===== config.mk =====
export PLATFORM = sky130hd
export DESIGN_NAME = thsm_job_queue
export DESIGN_NICKNAME = d
export VERILOG_FILES = /design/src/hdl/triangular_histogram_smoother_core_defines.svh /design/src/hdl/thsm_pkg.sv /design/src/hdl/thsm_job_queue.sv
export SDC_FILE = /design/constraint.sdc
export NUM_CORES = 1
export LEC_CHECK = 0
export BUFFER_PORTS_ARGS = -buffer_cell sky130_fd_sc_hd__clkbuf_2
export CORE_MARGIN = 2
export CORE_UTILIZATION = 30
export CTS_CLUSTER_SIZE = 20
export DETAILED_ROUTE_END_ITERATION = 16
export MAX_ROUTING_LAYER = met4
export PLACE_DENSITY = 0.52
export SLEW_MARGIN = 5
export SYNTH_ARGS = -nofsm -noshare
export SYNTH_HDL_FRONTEND = slang
export SYNTH_SLANG_ARGS = --single-unit

===== constraint.sdc =====
create_clock -name clk -period 6.45 [get_ports clk]
set_input_delay 1.29 -clock clk [delete_from_list [all_inputs] [get_ports clk]]
set_output_delay 1.29 -clock clk [all_outputs]
set_load 0.03 [all_outputs]

===== src/hdl/triangular_histogram_smoother_core_defines.svh =====
// assertion macros for the triangular histogram smoother
// used by the modules that assert; expects clk and rst_n in scope
`ifndef TRIANGULAR_HISTOGRAM_SMOOTHER_CORE_DEFINES_SVH
`define TRIANGULAR_HISTOGRAM_SMOOTHER_CORE_DEFINES_SVH

`ifndef ASSERT_OFF
`define THS_ASSERT(lbl, expr, msg) \
  lbl: assert property (@(posedge clk) disable iff (!rst_n) (expr)) else $error(msg);
`define THS_ASSERT_IMPL(lbl, ante, cons, msg) \
  lbl: assert property (@(posedge clk) disable iff (!rst_n) (ante) |-> (cons)) else $error(msg);
`else
`define THS_ASSERT(lbl, expr, msg)
`define THS_ASSERT_IMPL(lbl, ante, cons, msg)
`endif

`endif


===== src/hdl/thsm_pkg.sv =====
// shared types and constants of the triangular histogram smoother
// no dependencies
package thsm_pkg;

  localparam int MAX_HALF    = 63;
  localparam int COUNT_BITS  = 32;
  localparam int STORE_DEPTH = 2 * MAX_HALF + 1;
  localparam int HALF_W      = 6;
  localparam int RUN_W       = 7;
  localparam int SLOT_W      = 7;
  localparam int RUN_SAT     = 127;
  localparam int WEIGHT_W    = HALF_W + 1;
  localparam int PROD_W      = COUNT_BITS + WEIGHT_W;
  localparam int DEN_W       = 14;
  localparam int NUM_W       = COUNT_BITS + DEN_W;
  localparam int DIV_CNT_W   = $clog2(NUM_W);

  typedef struct packed {
    logic [31:0] bin_count;
    logic        last_bin;
  } in_item_t;

  typedef struct packed {
    logic [31:0] smoothed_count;
    logic        last_result;
  } out_item_t;

  typedef struct packed {
    logic [COUNT_BITS-1:0] count;
    logic [RUN_W-1:0]      n;
    logic [HALF_W-1:0]     kmax;
    logic                  last;
    logic                  emit;
  } job_t;

  typedef struct packed {
    logic             start;
    logic [NUM_W-1:0] num;
    logic [DEN_W-1:0] den;
  } div_req_t;

  typedef struct packed {
    logic             done;
    logic [NUM_W-1:0] quot;
    logic [DEN_W-1:0] rem;
  } div_rsp_t;

endpackage


===== src/hdl/thsm_job_queue.sv =====
// two-entry queue of jobs between front and back end
// uses thsm_pkg
module thsm_job_queue (
  input  logic           clk,
  input  logic           rst_n,
  input  logic           push,
  input  thsm_pkg::job_t push_data,
  output logic           full,
  input  logic           pop,
  output logic           empty,
  output thsm_pkg::job_t pop_data
);

  thsm_pkg::job_t slots [2];
  logic       wr_ptr_r;
  logic       rd_ptr_r;
  logic [1:0] cnt_r;
  logic       do_push;
  logic       do_pop;

  assign full     = (cnt_r == 2'd2);
  assign empty    = (cnt_r == 2'd0);
  assign do_push  = push && !full;
  assign do_pop   = pop && !empty;
  assign pop_data = slots[rd_ptr_r];

  always_ff @(posedge clk) begin
    if (do_push) begin
      slots[wr_ptr_r] <= push_data;
    end
  end

  always_ff @(posedge clk) begin
    if (!rst_n) begin
      wr_ptr_r <= 1'b0;
      rd_ptr_r <= 1'b0;
      cnt_r    <= 2'd0;
    end else begin
      if (do_push) wr_ptr_r <= !wr_ptr_r;
      if (do_pop)  rd_ptr_r <= !rd_ptr_r;
      unique case ({do_push, do_pop})
        2'b10:   cnt_r <= cnt_r + 2'd1;
        2'b01:   cnt_r <= cnt_r - 2'd1;
        default: cnt_r <= cnt_r;
      endcase
    end
  end

endmodule


# Word-level counts from Yosys, hierarchy flattened
# Memories as Yosys holds them, arrays and structs flattened. A register that Yosys moved wholly into a read port is not among the register bits.
# Index checks and enable logic that the tools add are counted.
op_classes:
  n_eq_ne: 3
  add_sub_neg: 2
  n_mux: 5
  reduce_logical: 8
ops:
  columns: ["op", "n"]
  rows:
  - ["$eq A2 B2 Y1 const B", 2]
  - ["$logic_not A1 Y1", 4]
  - ["$mux W1", 4]
  - ["$pmux W2 S2", 1]
  - ["$add A2 B1 Y2 const B", 1]
  - ["$eq A2 B1 Y1 const B", 1]
  - ["$logic_and A1 B1 Y1", 2]
  - ["$logic_not A2 Y1", 1]
  - ["$reduce_bool A2 Y1", 1]
  - ["$sub A2 B1 Y2 const B", 1]
totals:
  reg_bits: 4
  mem_bits_rw: 94
  elab_cells: 22
  inputBits: 51
  memories: 1
  output_inout_bits: 49
mem_list:
  columns: ["name", "depth", "width", "read_ports", "rd_clocked_by_memory_dff", "wr", "line_no", "rtl"]
  rows:
  - ["slots", 2, 47, 1, 1, 1, "thsm_job_queue.sv:14", "thsm_pkg::job_t slots [2];"]

# Longest topological paths before layout
# Gate-level depths: netlist (run 1).
depth:
  word_depth: 5
  ltp_mapped: 6
  depth_no_buf: 6

# Worst setup path before layout (run 1)
# Ideal clock, no wire load.
synth_timing:
  path_kind: "input-to-reg"
  startpoint: "in push"
  endpoint: "mem slots[0][0] (netlist name), enable pin"
  n_path_buf: 0
  setup_slack_ns: 3.441
  setup_time_ns: 0.401
  path_stages: 3
  arrival_ns: 2.608
  required_ns: 6.049
  cell_sequence: "inv_1 > or3_1 > inv_1"
synth_between:
  elab_chain_cells: 3
synth_rtl:
  columns: ["element", "line_no", "rtl"]
  rows:
  - ["from (decl)", "thsm_job_queue.sv:6", "input logic push,"]
  - ["$logic_and A1 B1 Y1", "thsm_job_queue.sv:23", "assign do_push = push && !full;"]
  - ["$mux W1", "thsm_job_queue.sv:28", "if (do_push) begin"]
  - ["$mux W1 (not written as such)", "thsm_job_queue.sv:29", "slots[wr_ptr_r] <= push_data;"]
  - ["to (decl)", "thsm_job_queue.sv:14", null]
# Every way passes these cells.

==> summary.md, run 1 <==
| Metric | Value |
|---|---|
| Fill cell count | `1123` |
| First-pass GRT wire length | `9.832 mm` |
| IR Drop Worst-Case VDD | `0.2107 mV` |
| Layout area overhead | `26.52%` |
| Crit-path cells | `mux2_2 > clkbuf_2` |
| Fin. max-slew vios | `0` |
| Stages on worst setup path | `2` |
| Sw Pwr | `0.6612 mW` |
| Proportion of layout cells with a drive suffix above 1 | `about three fifths` |
| Final min period | `about 3400 ps` |
| Post_cts resized | `0` |
| Count of hold buffers inserted by post-cts repair | `0` |
| Setup repair after global routing missed its margin | `no` |
| Critical register-to-register path startpoint | `cnt_r[0]` |
| Post CTS Setup Buffer Count | `0` |
| Core Region | `11860 sq um` |
| Clock insertion delay at the later pin of the skew report | `330 ps` |
| Sequential power share | `44.4%` |
| Detailed router's first-iteration violation count | `between 70 and 80` |
| Final count of negative-setup-slack endpoints | `0` |
| Total of buffers placed on input and output ports | `99` |
| Worst reg-to-reg path cell count | `4` |
| Clock buffer count from CTS | `9` |
| Vias per inst | `4.347` |
| Register-to-Register Setup Slack | `4280 ps` |
| Largest net degree at the start of global routing | `48` |
| Non-filler cells, final | `430` |
| Worst reg2reg path endpoint | `slots[0][21]` |
| Hold violation total from the final report | `0` |
| Post-Route WL | `6.238 mm` |
| CTS tree | `done` |
| Width of the die | `113.8 um` |
| WP data required | `5160 ps` |
| Number of cells produced by synthesis | `about 170` |
| Last element of the critical path | `pop_data[22]` |
| Least-Margin Pin Slew | `1177 ps` |
| Cell Rows | `40` |
| Clock network power share | `26.3%` |
| Cell variety after synth | `18` |
| Number of antenna repair diodes | `0` |
| Number of optimization iterations in the first detailed-route pass | `4` |
| Number of register bits inferred by synthesis | `99` |
| Largest fanout on the critical path | `47` |
| Peak per-stage delay on the critical path | `1110 ps` |
| DRC violation count after routing | `0` |
| F_max | `roughly 300 MHz` |
| Number of antenna violations at the first check in global routing | `0` |
| Endpoint type of the worst setup path | `output port` |
| Library cell with the largest summed area after synthesis | `edfxtp_1` |
| CP Launch Type | `flop` |
| Number of nets in the synthesized netlist | `approximately 220` |
| Via count of the first global-routing pass | `2005` |
| Count of flip-flops with a built-in enable after synthesis | `94` |
| Placed cell count | `414` |
| Die Ht | `113.8 um` |
| WHS | `between 400 and 500 ps` |
| Most repeated cell in the gate-level netlist after synthesis | `edfxtp_1` |
| CP Buf/Inv Count | `1` |
| Clock-pin slew on the worst setup and hold paths | `~70 ps` |
| Length of routed met3 wiring | `approximately 440 um` |
| H-tree Lvls | `3` |
| CP Data Arrival Time | `2100 ps` |
| DRT antenna net count | `0` |
| Type of the setup path with the least slack | `flop to output port` |
| Fin Setup TNS | `0 ps` |
| Max Buffers Root-to-Sink | `2` |
| Gr usage total | `around a tenth` |
| Number of sinks on the clock net | `99` |
| GRT Residual Overflow | `0` |
| Fraction of the yosys area taken by sequential cells | `between 80% and 90%` |
| Detailed-route via count | `~1900` |
| Starting Density | `30.46%` |
| Highest metal layer used by the detailed router | `met4` |
| Leakage | `1.702 nW` |
| Most frequent cells after synthesis | `edfxtp_1, mux2_2, buf_2, dfxtp_1, xnor2_1` |
| Synthesized cell area | `3613 sq um` |
| Power density over the cells | `435.2 nW/um^2` |
| Result of the run | `completed` |
| Worst hold path class | `flop to flop` |
| Async S/R FF share, synth | `0%` |
| Worst clock skew | `5.435 ps` |
| Combinational fraction of design power | `29.3%` |
| CTS root buf | `clkbuf_16` |
| Critical-path cell with the highest stage delay | `dfxtp_2` |
| Net count reported at finish | `330` |
| Leading post-synthesis cells by cell area | `edfxtp_1, mux2_2, dfxtp_1` |
| Switching share of power | `33.24%` |
| Relative slew slack | `21.56%` |
| Number of maximum-capacitance violations | `0` |
| Final weighted congestion in routability-driven placement | `0.6445` |
| Overall die area | `12940 sq um` |
| Post-Syn Area per Cell | `21.01 sq um` |
| Predominant post-synthesis flop cell | `edfxtp_1` |
| Share of Yosys cell area claimed by the top area cell type | `about four fifths` |
| Period utilization | `52.51%` |
| Count of boundary I/O pins | `100` |
| Post-Route M1 WL | `2.571 mm` |
| Wire length on met2 | `around 3.2 mm` |
| DP HPWL | `3.820 mm` |
| Family of cells with the greatest summed delay on the critical path | `flip-flops` |
| WL per Instance | `14.51 um` |
| Total of warnings raised by yosys | `0` |
| Cell Int Power | `between 1 and 1.5 mW` |
-- power by group through the flow --
stage	registers, mW	clock network [mW]	logic [mW]
6_report	0.884	0.523	0.583
5_1_grt	0.902	0.568	0.623
4_1_cts	0.890	0.545	0.596
3_5_place_dp	0.904	0	0.594
3_3_place_gp	0.901	0	0.589
2_1_floorplan	0.847	0	0.475
-- worst min-delay path: stages, from the launching register on --
cell and delay (ps):
dfxtp_1 310, o21ai_0 70, a21boi_1 60
-- area by class of cell --
class	instances	area, sq um	area share (%)
clock inverters	7	68.82	1.505
well taps	147	183.9	4.023
clock buffers	9	225.2	4.926
multi-input cells	65	655.6	14.34
inverters	3	11.26	0.2463
flip-flops and latches	99	2924	63.96
repair buffers	100	503.0	11.00
-- worst min-delay path by stage --
stage	startpoint	end	slack (ps)	cells after the start
6_report	wr_ptr_r	wr_ptr_r	490	2
5_1_grt	wr_ptr_r	wr_ptr_r	530	2
4_1_cts	wr_ptr_r	wr_ptr_r	490	2
3_5_place_dp	wr_ptr_r	wr_ptr_r	480	2
3_3_place_gp	wr_ptr_r	wr_ptr_r	470	2
2_1_floorplan	wr_ptr_r	wr_ptr_r	460	2
-- cells in the final DEF, fill, tap and decap left out, types with 2 or more instances in the layout --
| cell | count |
|---|---|
| or3_1 | 2 |
| mux2_2 | 47 |
| inv_2 | 2 |
| o21ai_0 | 2 |
| clkbuf_16 | 9 |
| dfxtp_1 | 4 |
| a21boi_1 | 2 |
| xnor2_1 | 3 |
| edfxtp_1 | 94 |
| clkbuf_2 | 99 |
| nor2b_1 | 2 |
| clkinvlp_4 | 4 |
-- per-layer routing --
layer	up-vias	global-route usage [%]
met1	922	11.58
met4	0	4.634
li1	880	-
met5	-	-
met3	7	3.826
met2	60	17.05
-- per-stage QoR --
| stage | setup WS, ps | area, sq um | util [%] | power, mW |
|---|---|---|---|---|
| 2_1_floorplan | 3441 | 3613 | - | 1.322 |
| 6_report | 3063 | 4572 | 38.54 | 1.989 |
| 3_3_place_gp | 3319 | 4278 | 36.07 | 1.490 |
| 3_5_place_dp | 3335 | 4278 | 36.07 | 1.498 |
| 4_1_cts | 2961 | 4572 | 38.54 | 2.031 |
| 5_1_grt | 2875 | 4572 | 38.54 | 2.093 |
-- sequential cells by signal, summed over array words and instances, names as in the netlist, named ones only --
register,flops
rd_ptr_r,1
cnt_r,2
wr_ptr_r,1
slots,94
-- cell families (layout without fill, tap and decap cells) --
logic type	Yosys count	after routing	synth area share, %
adder cells (fa/ha/maj)	1	1	0.3462
flip-flops	99	99	80.89
AND/OR/NAND/NOR	9	9	1.489
XOR/XNOR	3	3	0.7273
AO/OA/AOI/OAI	5	5	0.9002
buffers and inverters	8	119	1.004
multiplexers	47	47	14.65
No activity file was read; power rests on OpenSTA's default activity.
==> run 2: changes to the inputs <==
Clock period 6.45 ns to 3.2 ns, I/O delays scaled along.
==> summary.md, run 2 (synthesis results as in run 1) <==
| Metric | Value |
|---|---|
| Max Buffers Root-to-Sink | `2 (unchanged)` |
| Register-to-Register Setup Slack | `1220 ps (-3060 ps)` |
| Number of flip-flops under the largest register name | `94 (unchanged)` |
| Area of placed instances | `4330 sq um (+1.2%)` |
| Final min period | `2450 ps` |
| Count of hold buffers inserted by post-cts repair | `0 (unchanged)` |
| Critical-path cell with the highest stage delay | `dfxtp_2` |
| Post-Layout Inst Area | `4666 sq um (+2.1%)` |
| Worst hold path class | `flop to flop` |
| Hold violation total from the final report | `0 (unchanged)` |
| DRT antenna net count | `0 (unchanged)` |
| CTS tree | `done` |
| CP Buf/Inv Count | `2 (+1)` |
| Width of the die | `113.8 um (unchanged)` |
| Core Region | `11860 sq um (unchanged)` |
| Cell Int Power | `2.866 mW (+120%)` |
| Detailed-route via count | `1852 (-0.91%)` |
| Starting Density | `30.46% (unchanged)` |
| Post_cts resized | `0 (unchanged)` |
| Cell Rows | `40 (unchanged)` |
| Final Total Pwr | `4.191 mW (+110%)` |
| WHS | `491.3 ps (+1.264 ps)` |
| Die Ht | `113.8 um (unchanged)` |
| Period utilization | `76.55%` |
| Type of the setup path with the least slack | `flop to output port` |
| Family of cells with the greatest summed delay on the critical path | `flip-flops` |
| Top library cells by usage in the layout, fill and taps aside | `clkbuf_2, edfxtp_1, mux2_2` |
| Clock insertion delay at the later pin of the skew report | `330 ps (about the same)` |
| Hold path cells | `2 (unchanged)` |
| Fin. max-slew vios | `0 (unchanged)` |
| Number of sinks on the clock net | `99 (unchanged)` |
| Most flops, register | `slots` |
| DRC violation count after routing | `0 (unchanged)` |
| Worst-case setup margin in the final layout | `750.4 ps (-2313 ps)` |
| Largest net degree at the start of global routing | `48 (unchanged)` |
| H-tree Lvls | `3 (unchanged)` |
| Top flop regs | `slots: 94 flops, cnt_r: 2 flops` |
| Relative slew slack | `66.27% (+45 points)` |
| Post-Route WL | `6.365 mm (+2.0%)` |
| Least-Margin Pin Slew | `505.3 ps (-671.3 ps)` |
| Critical register-to-register path startpoint | `cnt_r[0]` |
| WL per Instance | `14.73 um (+1.6%)` |
| Sw Pwr | `1.326 mW (+100%)` |
| Leakage | `1.751 nW (+2.9%)` |
| DP HPWL | `4.116 mm (+7.7%)` |
| Worst hold endpoint | `wr_ptr_r` |
| Endpoint type of the worst setup path | `output port` |
| CP Data Arrival Time | `1810 ps (-290 ps)` |
| Vias per inst | `4.287 (-1.4%)` |
| Placed cell count | `416 (+0.48%)` |
| Power density over the cells | `898.3 nW/um^2 (+110%)` |
| Total of buffers placed on input and output ports | `99 (unchanged)` |
| CTS root buf | `clkbuf_16` |
| Fill cell count | `1109 (-1.2%)` |
| Combinational fraction of design power | `30.3% (+1.0 points)` |
| Number of antenna violations at the first check in global routing | `0 (unchanged)` |
| WP data required | `2560 ps (-2600 ps)` |
| Switching share of power | `31.63% (-1.6 points)` |
| Worst reg-to-reg path cell count | `5 (+1)` |
| Gr usage total | `10.45% (-0.020 points)` |
| Count of boundary I/O pins | `100 (unchanged)` |
| Clock network power share | `28.6% (+2.3 points)` |
| Peak per-stage delay on the critical path | `630 ps (-480 ps)` |
| GRT Residual Overflow | `0 (unchanged)` |
| Clock buffer count from CTS | `9 (unchanged)` |
| Number of maximum-capacitance violations | `0 (unchanged)` |
| Proportion of layout cells with a drive suffix above 1 | `58.95% (-0.063 points)` |
| Number of antenna repair diodes | `0 (unchanged)` |
| Layout area overhead | `29.12%` |
| Via count of the first global-routing pass | `1906 (-4.9%)` |
| F_max | `approximately 410 MHz` |
| CP Launch Type | `flop` |
| Most common library cell in the layout ignoring fill and taps | `clkbuf_2` |
| Non-filler cells, final | `432 (+0.47%)` |
| Number of optimization iterations in the first detailed-route pass | `4 (unchanged)` |
| Clock-pin slew on the worst setup and hold paths | `60 ps (about the same)` |
| Final weighted congestion in routability-driven placement | `0.6881 (+6.8%)` |
| Start point of the worst hold path | `wr_ptr_r` |
| Result of the run | `completed` |
| Final count of negative-setup-slack endpoints | `0 (unchanged)` |
| Overall die area | `12940 sq um (unchanged)` |
| Worst slack, placed | `1002 ps (-2333 ps)` |
| First-pass GRT wire length | `9.646 mm (-1.9%)` |
| Fin Setup TNS | `0 ps (unchanged)` |
| Sequential power share | `41.1% (-3.3 points)` |
| Net count reported at finish | `332 (+0.61%)` |
| Worst reg2reg path endpoint | `slots[0][0]` |
| IR Drop Worst-Case VDD | `0.2715 mV (+29%)` |
| Crit-path cells | `buf_12 > mux2_2 > clkbuf_2` |
| Worst clock skew | `4.992 ps (-0.4430 ps)` |
| Detailed router's first-iteration violation count | `96 (+22%)` |
| Largest fanout on the critical path | `30 (-36%)` |
| Post CTS Setup Buffer Count | `0 (unchanged)` |
| Setup repair after global routing missed its margin | `no` |
| Util after Layout | `39.34% (+0.79 points)` |
-- run 2: cell types whose count changed in the layout (fill, tap and decap cells not counted) --
cell / previous run / this run
buf_4: 1 / 0
clkinv_1: 1 / 0
bufinv_16: 1 / 3
clkbuf_1: 0 / 2
clkinvlp_4: 4 / 1
buf_12: 0 / 3
-- run 2: cell type report --
| cell class | count | area (sq um) | area share [%] |
|---|---|---|---|
| sequential | 99 | 2924 | 62.67 |
| inverter | 3 | 11.26 | 0.2414 |
| clock buffer | 11 | 232.7 | 4.988 |
| multi-input combinational | 65 | 655.6 | 14.05 |
| timing repair buffer | 102 | 555.5 | 11.91 |
| tap | 147 | 183.9 | 3.942 |
| clock inverter | 5 | 102.6 | 2.199 |
-- run 2: tightest hold or removal path: stages (launching register included) --
cell and delay, ps:
dfxtp_1 320, o21ai_0 70, a21boi_1 60
-- run 2: how the worst max path moves through the flow --
stage | startpoint | end | depth (start not counted)
3_5_place_dp | push | slots[0][45] | 5
6_report | flop | pop_data[34] | 3
4_1_cts | flop | pop_data[33] | 3
2_1_floorplan | push | slots[0][0] | 3
3_3_place_gp | push | slots[0][35] | 5
5_1_grt | flop | pop_data[33] | 3
-- run 2: power groups by stage --
stage / Combinational (mW) / Sequential [mW] / Clock, mW
floorplan: 0.958 / 1.71 / 0
global placement: 1.29 / 1.75 / 0
detailed placement: 1.29 / 1.76 / 0
CTS: 1.30 / 1.73 / 1.24
global route: 1.36 / 1.74 / 1.30
finish: 1.27 / 1.72 / 1.20
-- run 2: per-layer routing --
metal | track usage, % | up-vias | wire (um)
met5 | - | - | 0
met4 | 3.659 | 0 | 13
met3 | 5.207 | 4 | 494
met2 | 15.57 | 56 | 3065
met1 | 12.32 | 908 | 2792
li1 | - | 884 | -
