$ cat config.mk
export PLATFORM = sky130hd
export DESIGN_NAME = thsm_front
export DESIGN_NICKNAME = d
export VERILOG_FILES = /design/src/hdl/triangular_histogram_smoother_core_defines.svh /design/src/hdl/thsm_pkg.sv /design/src/hdl/thsm_front.sv
export SDC_FILE = /design/constraint.sdc
export NUM_CORES = 1
export LEC_CHECK = 0
export BUFFER_PORTS_ARGS = -buffer_cell sky130_fd_sc_hd__buf_4
export CAP_MARGIN = 20
export CORE_MARGIN = 2
export CORE_UTILIZATION = 38
export CTS_BUF_LIST = sky130_fd_sc_hd__clkbuf_2 sky130_fd_sc_hd__clkbuf_4 sky130_fd_sc_hd__clkbuf_8
export DETAILED_ROUTE_END_ITERATION = 7
export GPL_ROUTABILITY_DRIVEN = 0
export PLACE_DENSITY = 0.76
export SYNTH_ARGS = -nofsm -noshare
export SYNTH_HDL_FRONTEND = slang
export SYNTH_SLANG_ARGS = --single-unit
$ cat constraint.sdc
create_clock -name clk -period 4.1 [get_ports clk]
set_clock_uncertainty 0.15 [all_clocks]
set_input_delay 0.41 -clock clk [delete_from_list [all_inputs] [get_ports clk]]
set_output_delay 0.41 -clock clk [all_outputs]
set_load 0.01 [all_outputs]
$ cat src/hdl/triangular_histogram_smoother_core_defines.svh
// assertion macros for the triangular histogram smoother
// used by the modules that assert; expects clk and rst_n in scope
`ifndef TRIANGULAR_HISTOGRAM_SMOOTHER_CORE_DEFINES_SVH
`define TRIANGULAR_HISTOGRAM_SMOOTHER_CORE_DEFINES_SVH

`ifndef ASSERT_OFF
`define THS_ASSERT(lbl, expr, msg) \
  lbl: assert property (@(posedge clk) disable iff (!rst_n) (expr)) else $error(msg);
`define THS_ASSERT_IMPL(lbl, ante, cons, msg) \
  lbl: assert property (@(posedge clk) disable iff (!rst_n) (ante) |-> (cons)) else $error(msg);
`else
`define THS_ASSERT(lbl, expr, msg)
`define THS_ASSERT_IMPL(lbl, ante, cons, msg)
`endif

`endif

$ cat src/hdl/thsm_pkg.sv
// shared types and constants of the triangular histogram smoother
// no dependencies
package thsm_pkg;

  localparam int MAX_HALF    = 63;
  localparam int COUNT_BITS  = 32;
  localparam int STORE_DEPTH = 2 * MAX_HALF + 1;
  localparam int HALF_W      = 6;
  localparam int RUN_W       = 7;
  localparam int SLOT_W      = 7;
  localparam int RUN_SAT     = 127;
  localparam int WEIGHT_W    = HALF_W + 1;
  localparam int PROD_W      = COUNT_BITS + WEIGHT_W;
  localparam int DEN_W       = 14;
  localparam int NUM_W       = COUNT_BITS + DEN_W;
  localparam int DIV_CNT_W   = $clog2(NUM_W);

  typedef struct packed {
    logic [31:0] bin_count;
    logic        last_bin;
  } in_item_t;

  typedef struct packed {
    logic [31:0] smoothed_count;
    logic        last_result;
  } out_item_t;

  typedef struct packed {
    logic [COUNT_BITS-1:0] count;
    logic [RUN_W-1:0]      n;
    logic [HALF_W-1:0]     kmax;
    logic                  last;
    logic                  emit;
  } job_t;

  typedef struct packed {
    logic             start;
    logic [NUM_W-1:0] num;
    logic [DEN_W-1:0] den;
  } div_req_t;

  typedef struct packed {
    logic             done;
    logic [NUM_W-1:0] quot;
    logic [DEN_W-1:0] rem;
  } div_rsp_t;

endpackage

$ cat src/hdl/thsm_front.sv
// front end: accepts bins, tracks the run length and classifies each bin
// into a job for the back end; uses thsm_pkg
module thsm_front (
  input  logic                       clk,
  input  logic                       rst_n,
  input  logic [thsm_pkg::HALF_W-1:0] half,
  input  logic                       in_push,
  input  thsm_pkg::in_item_t         in_data,
  output logic                       in_full,
  input  logic                       q_full,
  output logic                       q_push,
  output thsm_pkg::job_t             q_data
);

  logic [thsm_pkg::RUN_W-1:0] rsf_r, rsf_nxt;
  logic [thsm_pkg::RUN_W-1:0] n_new;
  logic [thsm_pkg::RUN_W-1:0] n_m1;

  assign in_full = q_full;
  assign q_push  = in_push && !q_full;

  always_comb begin
    n_new = (rsf_r < thsm_pkg::RUN_W'(thsm_pkg::RUN_SAT)) ? rsf_r + 1'b1 : rsf_r;
    n_m1  = n_new - 1'b1;
    rsf_nxt = in_data.last_bin ? '0 : n_new;
    q_data.count = in_data.bin_count[thsm_pkg::COUNT_BITS-1:0];
    q_data.n     = n_new;
    q_data.last  = in_data.last_bin;
    // end of run flushes min(n-1, h) down to zero
    if (in_data.last_bin && (n_m1 < {1'b0, half})) begin
      q_data.kmax = n_m1[thsm_pkg::HALF_W-1:0];
    end else begin
      q_data.kmax = half;
    end
    q_data.emit = in_data.last_bin || (n_new > {1'b0, half});
  end

  always_ff @(posedge clk) begin
    if (!rst_n) begin
      rsf_r <= '0;
    end else if (q_push) begin
      rsf_r <= rsf_nxt;
    end
  end

endmodule

**Word-level counts from Yosys, hierarchy flattened**

Index checks and enable logic that the tools add are counted.

- Add/subtract/negate cells: 2
- Order comparisons: 3
- Reductions and logical operators: 4
- Mux-type cells: 3

Operators by type and width:

| operator | number |
|---|---|
| 2-to-1 mux 7 bit | 2 |
| adder 7 x 1 -> 7 bit (second input constant) | 1 |
| > comparator 7 x 6 -> 1 bit | 1 |
| less-than comparator 7 x 6 -> 1 bit | 1 |
| less-than comparator 7 bit (second input constant) | 1 |
| subtractor 7 x 1 -> 7 bit (second input constant) | 1 |
| 2-to-1 mux 6 bit | 1 |
| logical AND 1 bit | 2 |
| zero test 1 bit | 1 |
| logical OR 1 bit | 1 |

- Word-level logic and storage cells: 13
- Input port bits: 43
- Output and inout bits: 49
- Bits in registers: 7

**Depth between registers and ports, before layout**

Gate-level depths: netlist of the first run.

- Word-level depth: 6
- Depth in mapped cells: 14
- Mapped depth without buffers: 13

**Worst setup path before layout of the first run**

No wires, ideal clock.

- Path kind: register -> output
- Start point: register rsf_r[4] (netlist bit)
- End point: output q_data[2] (netlist bit)
- Stages on the path, launching flop included: 15
- Slack: -235 ps
- Required time: 3540 ps
- Buffers on the path: 1
- Data arrival time: 3775 ps
- Cells stage by stage: dfxtp_1 -> clkbuf_8 -> nand3_1 -> nor2_1 -> nor2b_1 -> ha_1 -> or2b_2 -> o21ai_0 -> a2bb2oi_1 -> ha_1 -> a21oi_1 -> nor2b_1 -> or4b_2 -> nor3b_4 -> mux2_2

RTL lines:

| what | line | source |
|---|---|---|
| start: declaration | thsm_front.sv:15 | `logic [thsm_pkg::RUN_W-1:0] rsf_r, rsf_nxt;` |
| start signal: assignment | thsm_front.sv:42 | `rsf_r <= rsf_nxt;` |
| end: declaration | thsm_front.sv:12 | `output thsm_pkg::job_t q_data` |

==> results.yml, run 1 <==
logic_synthesis:
  seq_area_frac_synth: 0.112
  ys_ff_latch: 7
  postSynthAreaPerCell_um2: 7.88
  synth_nets: 216
  postSynthCellCount: 159
  yosysWarningCount: 0
  synth_top_area_cell: "buf_4"
  synth_area_leaders: "buf_4, ha_1, dfxtp_1, mux2_2, nor2b_1"
  yosysTopAreaCellShare: 0.204
  netlist_area_um2: 1250
  synth_cell_types: 36
detailed_routing:
  vias: 1092
  totalWireLength_mm: 2.74
  vias_per_cell: 4.96
  postRouteAntennaNets: 0
  drt_pass1_iterations: 4
  drt-initial-drc-count: 18
  remaining_drc_errors: 0
  wl_per_cell_um: 12.4
power_and_ir_drop:
  clkPwrFrac: 0.299
  power.internal_uw: 169
  cellLeakagePower_uw: 0.000788
  p_seq_frac: 0.295
  power_density_nw_per_um2: 152
  power_switching_uw: 67.2
  ir_worst_vdd_v: 0.000123
  pwr-share-comb: 0.407
  swShare: 0.285
grt:
  grt_start_max_net_pins: 8
  grt_pass1_wl_mm: 4.40
  antenna_found_initial: 0
  grt_pass1_vias: 1020
  grt.total_usage: 0.152
  grt_overflow: 0
place:
  place_hpwl_mm: 2.17
  placed_area_um2: 1370
  pre_cts_ws_ns: -0.0586
  io_buffers: 27
clock_tree:
  clk_pin_slew_ns: 0.05
  cts_tree: "yes"
  cts_root_buf: "clkbuf_4"
  cts_hold_buf: 0
  htree_num_levels: 1
  clock_path_buffers: 2
  cts_sinks: 7
  worstSkewPairLatency_ns: 0.25
  cts_buffers: 3
run_status:
  outcome: "complete, no violations"
die:
  fp.dieH_um: 61.4
  core_area_um2: 3100
  initial_core_util: 0.404
  die_w_um: 61.4
  pin_count: 92
  die_area_um2: 3770
  num_rows: 20
worst_hold_path:
  hold_path.class: "primary input to flop"
  worstHoldPathCells: 2
worst_setup_path:
  critPathKind: "flop to output pin"
  end_kind: "output pin"
  worstSetupStartpointType: "flop"
  required_ns: 3.54
  cp.arrival_ns: 3.50
  r2r_cells: 6
  path_max_fanout: 4
final_layout:
  final_cell_area_um2: 1550
  multi_input_area_um2: 887
  top_regs: "rsf_r (7)"
  syn2layout_area_growth_pct: 24.0
  regMostFlops: "rsf_r"
  final_nets: 234
  drive_above_1_share: 0.466
  antenna_cells: 0
  layout_common_cells: "buf_4, inv_1, ha_1, a21oi_1, nor2b_1"
  largest_register_ffs: 7
  final_common_cell: "buf_4"
  final.fill_count: 309
  regArea_um2: 143
sta:
  rsz0062_at_grt: "true"
  whs_ns: 0.278
  fmax_ghz: 0.247
  relSlewSlack: 0.735
  setup_viol: 0
  worst_slack_ns: 0.0433
  worst_pin_slew_ns: 0.396
  slew_viol_final: 0
  finalCritPeriodShare: 0.989
  hold_violations: 0
  min_period_ns: 4.06
job:
  drv_cap: 0
==> power by group through the flow <==
stage / logic, µW / registers [µW] / clock network [µW]
5_1_grt: 104 / 69.4 / 78.5
4_1_cts: 90.4 / 69.4 / 73.2
3_5_place_dp: 79.1 / 70.4 / 0
6_report: 95.8 / 69.4 / 70.4
3_3_place_gp: 78.1 / 70.4 / 0
2_1_floorplan: 75.2 / 70.9 / 0
==> repair_timing <==
item                       CTS  global route
pin swaps                   12            10
gates resized for setup     21             9
setup endpoints to repair    6             6
buffers inserted             2             2
==> through the flow <==
| stage | TNS, ns | power, µW | std cells | util |
|---|---|---|---|---|
| after floorplan | 0 | 146 | 159 | - |
| after global placement | 0 | 148 | 212 | 0.442 |
| after detailed placement | -0.242 | 150 | 212 | 0.442 |
| after CTS | -0.0889 | 233 | 218 | 0.481 |
| after global routing | -0.640 | 252 | 220 | 0.501 |
| final | 0 | 236 | 220 | 0.501 |
==> synthesized netlist by cell type (all sizes together) <==
cell and instances:
a21boi 1, a21o 2, a21oi 12, a22oi 5, a2bb2oi 1, a31o 1, a31oi 1, and2 1
and3 1, and3b 2, and4 1, buf 35, clkbuf 1, dfxtp 7, ha 14, inv 11
mux2 7, mux2i 2, nand2 5, nand2b 2, nand3 6, nand3b 2, nand4 2, nor2 11
nor2b 10, nor3 1, nor3b 1, o21ai 7, o2bb2ai 1, or2b 1, or4b 1, xnor2 1
xor2 3
==> kinds of logic after synthesis <==
logic type,count (synthesis),synth area share
buf+inv,47,0.256
mux,9,0.0818
xor+xnor,4,0.0279
compound gates,31,0.159
simple gates,47,0.224
flops,7,0.112
fa+ha+maj,14,0.140
==> metal layers <==
metal / GRT usage / vias up / share of wire
met2: 0.248 / 24 / 0.48
met4: 0.0243 / 0 / 0.00073
met3: 0.0441 / 2 / 0.057
li1: - / 553 / -
met5: 0 / - / 0
met1: 0.203 / 513 / 0.46
==> worst max-delay path, stage by stage (launching register included) <==
cell and delay (ns):
dfxtp_2 0.34, buf_6 0.12, nand4_1 0.07, nor2_2 0.07
nor2b_2 0.13, ha_2 0.20, or2b_4 0.28, nor2_2 0.10
a2bb2oi_2 0.20, ha_4 0.23, a21oi_2 0.12, nor2b_1 0.05
or4b_4 0.52, nor3b_4 0.24, buf_6 0.15, mux2_4 0.30
buf_6 0.12
==> layout make-up <==
type                            instances  area share
Timing Repair Buffer                   49       0.256
Clock buffer                            4      0.0193
Tap cell                               44      0.0354
Multi-Input combinational cell        105       0.571
Inverter                               11      0.0266
Sequential cell                         7      0.0918
==> worst paths after layout <==
check                           slack [ns]         to      from
worst max-delay path                  0.04  q_data[2]  rsf_r[0]
worst max register to register        2.37   rsf_r[6]  rsf_r[1]
worst min-delay path                  0.28   rsf_r[5]     rst_n
worst min register to register        0.52   rsf_r[6]  rsf_r[6]
Note: power is estimated with default switching activity, not from simulation.
==> run 2, diff against run 1 <==
BUFFER_PORTS_ARGS = unset   (was -buffer_cell sky130_fd_sc_hd__buf_4)
CORE_UTILIZATION = 60   (was 38)
DONT_BUFFER_PORTS = 1   (was unset)
==> run 2 against run 1 <==
Power shrank 11%. Setup slack lost 0.019 ns. Register-to-register slack is essentially flat. Clock power grew 3%. Critical path type unchanged. Highest routed layer unchanged.
==> results.yml, run 2 (same netlist as run 1, synthesis figures left out) <==
grt:
  antenna_found_initial: 0
  grt.total_usage: 0.238
  grt_pass1_wl_mm: 4.57
  grt_pass1_vias: 1002
  grt_start_max_net_pins: 9
  grt_overflow: 0
power_and_ir_drop:
  p_seq_frac: 0.331
  total_power_uw: 209
  clkPwrFrac: 0.345
  power_density_nw_per_um2: 166
  power_switching_uw: 62.3
  cellLeakagePower_uw: 0.000622
  pwr-share-comb: 0.324
  swShare: 0.297
  power.internal_uw: 147
  ir_worst_vdd_v: 0.000120
detailed_routing:
  postRouteAntennaNets: 0
  drt-initial-drc-count: 37
  remaining_drc_errors: 0
  vias: 1026
  wl_per_cell_um: 16.9
  vias_per_cell: 5.97
  totalWireLength_mm: 2.91
  drt_pass1_iterations: 4
place:
  dp.cells: 161
  placed_area_um2: 1100
  io_buffers: 0
  place_hpwl_mm: 2.17
worst_setup_path:
  critPathKind: "flop to output pin"
  timing.rr.end: "rsf_r[6]"
  reg2reg_from: "rsf_r[1]"
  r2r_cells: 6
  path_max_fanout: 6
  rrSetupSlack_ns: 2.37
  cp.arrival_ns: 3.52
  required_ns: 3.54
  worstSetupStartpointType: "flop"
  end_kind: "output pin"
sta:
  whs_ns: 0.128
  rsz0062_at_grt: "true"
  worst_pin_slew_ns: 0.362
  slew_viol_final: 0
  min_period_ns: 4.08
  hold_violations: 0
  finalCritPeriodShare: 0.994
  relSlewSlack: 0.758
  fmax_ghz: 0.245
  setup_viol: 0
clock_tree:
  clk_pin_slew_ns: 0.06
  worstSkewPairLatency_ns: 0.26
  cts_sinks: 7
  cts_tree: "yes"
  clock_path_buffers: 2
  cts_buffers: 3
  htree_num_levels: 1
  cts_root_buf: "clkbuf_4"
final_layout:
  final_common_cell: "buf_4"
  drive_above_1_share: 0.338
  layout_common_cells: "buf_4, ha_1, inv_1, a21oi_1, nor2b_1"
  top_regs: "rsf_r (7)"
  antenna_cells: 0
  final_nets: 203
  final.fill_count: 177
  largest_register_ffs: 7
  final_cell_area_um2: 1260
  regMostFlops: "rsf_r"
  final_cells: 172
  syn2layout_area_growth_pct: 0.699
run_status:
  outcome: "complete, no violations"
die:
  die_w_um: 49.7
  num_rows: 16
  pin_count: 92
  initial_core_util: 0.639
  fp.dieH_um: 49.7
  core_area_um2: 1960
  die_area_um2: 2470
worst_hold_path:
  hold_path.class: "primary input to flop"
  holdPathEnd: "rsf_r[5]"
  min-delay-start: "rst_n"
  worstHoldPathCells: 1
job:
  drv_cap: 0
## run 2: changes by cell type in the layout (fill, tap and decap cells not counted)
cell	change
buf_4	-25
mux2i_1	-1
nor2_2	-1
nor2_1	+1
buf_6	-6
mux2i_2	+1
a21oi_2	-1
ha_1	+1
a21oi_1	+1
ha_4	-1
## run 2: worst max-delay path, stage by stage, from the launching register on
cell and delay [ns]:
dfxtp_2 0.33, buf_6 0.13, nand4_1 0.10, nor2_2 0.06, nor2b_2 0.13, ha_2 0.21
or2b_4 0.29, nor2_2 0.12, a2bb2oi_2 0.19, ha_1 0.27, a21oi_1 0.13, nor2b_1 0.06
or4b_4 0.52, nor3b_4 0.21, buf_6 0.18, mux2_4 0.33
## run 2: metal layers
layer | wire length [µm] | share of wire | GRT usage | vias to the layer above
li1 | - | - | - | 489
met1 | 1120 | 0.39 | 0.270 | 458
met2 | 1460 | 0.50 | 0.409 | 63
met3 | 264 | 0.091 | 0.0727 | 16
met4 | 62 | 0.021 | 0.0972 | 0
met5 | 0 | 0 | 0 | -
## run 2: worst max path at each step
stage                        start   endpoint  slack, ns  cells past startpoint
after floorplan           rsf_r[4]  q_data[2]       0.05                     14
after global placement    rsf_r[1]  q_data[6]       0.04                     12
after detailed placement  rsf_r[0]  q_data[5]      -0.02                     14
after CTS                 rsf_r[0]  q_data[3]       0.02                     15
after global routing      rsf_r[0]  q_data[2]      -0.13                     15
final                     rsf_r[0]  q_data[2]       0.02                     15
## run 2: power groups by stage
stage               registers [µW]  logic, µW  clock network (µW)
floorplan                     70.9       75.2                   0
global placement              70.4       50.0                   0
detailed placement            70.4       51.7                   0
CTS                           68.9       61.1                72.7
global route                  69.4       74.5                79.7
finish                        69.4       67.8                72.2
## run 2: what timing repair did
action | in CTS | in global routing
endpoints found under the hold margin | 0 | 0
gates resized for setup | 11 | 11
pin swaps | 6 | 9
hold buffers | 0 | 0
setup buffers | 3 | 4
endpoints found under the setup margin | 6 | 6
## run 2: layout make-up
type                       instances  area (µm²)  area share
multi-input combinational        105         872       0.691
inverter                          11        41.3      0.0327
clock buffer                       4        30.0      0.0238
tap                               27        33.8      0.0268
timing repair buffer              18         143       0.113
sequential                         7         143       0.113
## run 2: metrics by stage
step | util | TNS (ns) | setup WS, ns
floorplan | - | 0 | 0.0507
global placement | 0.559 | 0 | 0.0415
detailed placement | 0.559 | -0.0765 | -0.0183
CTS | 0.606 | 0 | 0.0197
global route | 0.643 | -0.761 | -0.128
finish | 0.643 | 0 | 0.0246
==> run 3, diff against run 2 <==
--- a/constraint.sdc
+++ b/constraint.sdc
@@ -3,3 +3,3 @@
 set_input_delay 0.41 -clock clk [delete_from_list [all_inputs] [get_ports clk]]
 set_output_delay 0.41 -clock clk [all_outputs]
-set_load 0.01 [all_outputs]
+set_load 0.05 [all_outputs]
==> run 3 against run 2 <==
The flow now finishes with violations (negative setup slack). Cell area grew 11%. Sequential share of layout area shrank 0.78 points. Register-to-register slack lost 0.12 ns. Critical path type unchanged. Highest routed layer unchanged.
==> results.yml, run 3 (same netlist as run 1, synthesis figures left out) <==
run_status:
  violations: "negative setup slack"
  outcome: "complete, but fails checks"
power_and_ir_drop:
  total_power_uw: 243
  cellLeakagePower_uw: 0.000685
  ir_worst_vdd_v: 0.000220
  power_density_nw_per_um2: 173
die:
  initial_core_util: 0.639
  core_area_um2: 1960
  fp.dieH_um: 49.7
  die_area_um2: 2470
  num_rows: 16
  die_w_um: 49.7
  pin_count: 92
detailed_routing:
  totalWireLength_mm: 3.16
  vias_per_cell: 5.86
  wl_per_cell_um: 17.2
  drt-initial-drc-count: 18
  postRouteAntennaNets: 0
  drt_pass1_iterations: 4
  remaining_drc_errors: 0
  vias: 1073
sta:
  rsz0062_at_grt: "true"
  whs_ns: 0.139
  relSlewSlack: 0.332
  hold_violations: 0
  min_period_ns: 4.11
  worst_slack_ns: -0.00737
  worst_pin_slew_ns: 0.998
  setup_viol: 1
  finalCritPeriodShare: 1.00
  slew_viol_final: 0
  fmax_ghz: 0.243
job:
  drv_cap: 0
grt:
  grt.total_usage: 0.260
  grt_overflow: 0
  grt_pass1_wl_mm: 5.06
  grt_start_max_net_pins: 8
  antenna_found_initial: 0
  grt_pass1_vias: 1137
worst_setup_path:
  path_buf_inv: 2
  crit_chain: "nand4_1 -> nor2_4 -> nor2b_2 -> ha_4 -> or2b_4 -> o21ai_4 -> a2bb2oi_2 -> ha_1 -> a21oi_2 -> nor2b_1 -> or4b_4 -> nor3b_4 -> buf_6 -> mux2i_4 -> buf_12"
  end_kind: "output pin"
  cp_slowest_stage_delay_ns: 0.52
  critPathKind: "flop to output pin"
  rrSetupSlack_ns: 2.25
  reg2reg_from: "rsf_r[1]"
  timing.rr.end: "rsf_r[1]"
  worstSetupStartpointType: "flop"
  cp_top_family: "simple AND/OR/NAND/NOR gates"
  cp.arrival_ns: 3.55
  cp_slowest_cell: "or4b_4"
  path_max_fanout: 5
  required_ns: 3.54
  r2r_cells: 8
final_layout:
  antenna_cells: 0
  final_cell_area_um2: 1400
  layout_common_cells: "buf_4, ha_1, inv_1, a21oi_1, nor2b_1"
  largest_register_ffs: 7
  syn2layout_area_growth_pct: 12.0
  final.fill_count: 160
  regArea_um2: 148
  multi_input_area_um2: 917
  top_regs: "rsf_r (7)"
  regMostFlops: "rsf_r"
  final_nets: 214
  drive_above_1_share: 0.410
  final_common_cell: "buf_4"
clock_tree:
  htree_num_levels: 1
  cts_tree: "yes"
  cts_hold_buf: 0
  cts_buffers: 3
  worstSkewPairLatency_ns: 0.25
  cts_sinks: 7
  cts_root_buf: "clkbuf_4"
  clock_path_buffers: 2
  clk_pin_slew_ns: 0.05
place:
  placed_area_um2: 1240
  place_hpwl_mm: 2.43
  pre_cts_ws_ns: -0.0727
  io_buffers: 0
worst_hold_path:
  holdPathEnd: "rsf_r[6]"
  hold_path.class: "primary input to flop"
  worstHoldPathCells: 1
  min-delay-start: "rst_n"
run 3: cell count changes in the layout (fill, tap and decap cells not counted), moves of 2 or more:
cell,change
a21oi_2,+2
dfxtp_2,-2
a21oi_1,-2
nor2_2,-2
nor2_4,+3
dfxtp_4,+2
buf_4,+11
run 3: report_power, final:
group	total, µW	leakage [µW]	switching (µW)	internal [µW]
clock	68.5	0.0000184	24.8	43.7
sequential	68.7	0.0000580	0.851	67.8
combinational	105	0.000608	60.8	44.7
total	243	0.000685	86.4	156
run 3: worst max path at each step:
stage	startpoint	end	slack, ns	depth (start not counted)
floorplan	rsf_r[0]	q_data[3]	0.01	11
global route	rsf_r[1]	q_data[3]	-0.16	15
global placement	rsf_r[0]	q_data[2]	0.02	13
finish	rsf_r[1]	q_data[3]	-0.007	15
CTS	rsf_r[0]	q_data[3]	0.006	14
detailed placement	rsf_r[0]	q_data[2]	-0.07	13
run 3: routing by layer:
layer	vias up	share of wire	GRT usage
met4	0	0.038	0.120
met1	476	0.36	0.294
li1	513	-	-
met2	59	0.51	0.442
met5	-	0	0
met3	25	0.099	0.0818
run 3: final cells by class:
cell class                 count  area share
multi-input combinational    105       0.653
timing repair buffer          29       0.167
sequential                     7       0.105
inverter                      11      0.0294
tap                           27      0.0241
clock buffer                   4      0.0214
run 3: repair_timing:
| item | CTS | global route |
|---|---|---|
| gates resized for setup | 13 | 8 |
| endpoints found under the setup margin | 6 | 6 |
| buffers inserted | 4 | 2 |
| pin swaps | 10 | 11 |
run 3: metrics by stage:
stage / util / setup TNS (ns) / std cells
2_1_floorplan: - / 0 / 159
3_3_place_gp: 0.635 / 0 / 174
3_5_place_dp: 0.635 / -0.295 / 174
4_1_cts: 0.690 / 0 / 181
5_1_grt: 0.716 / -0.768 / 183
6_report: 0.716 / -0.00737 / 183
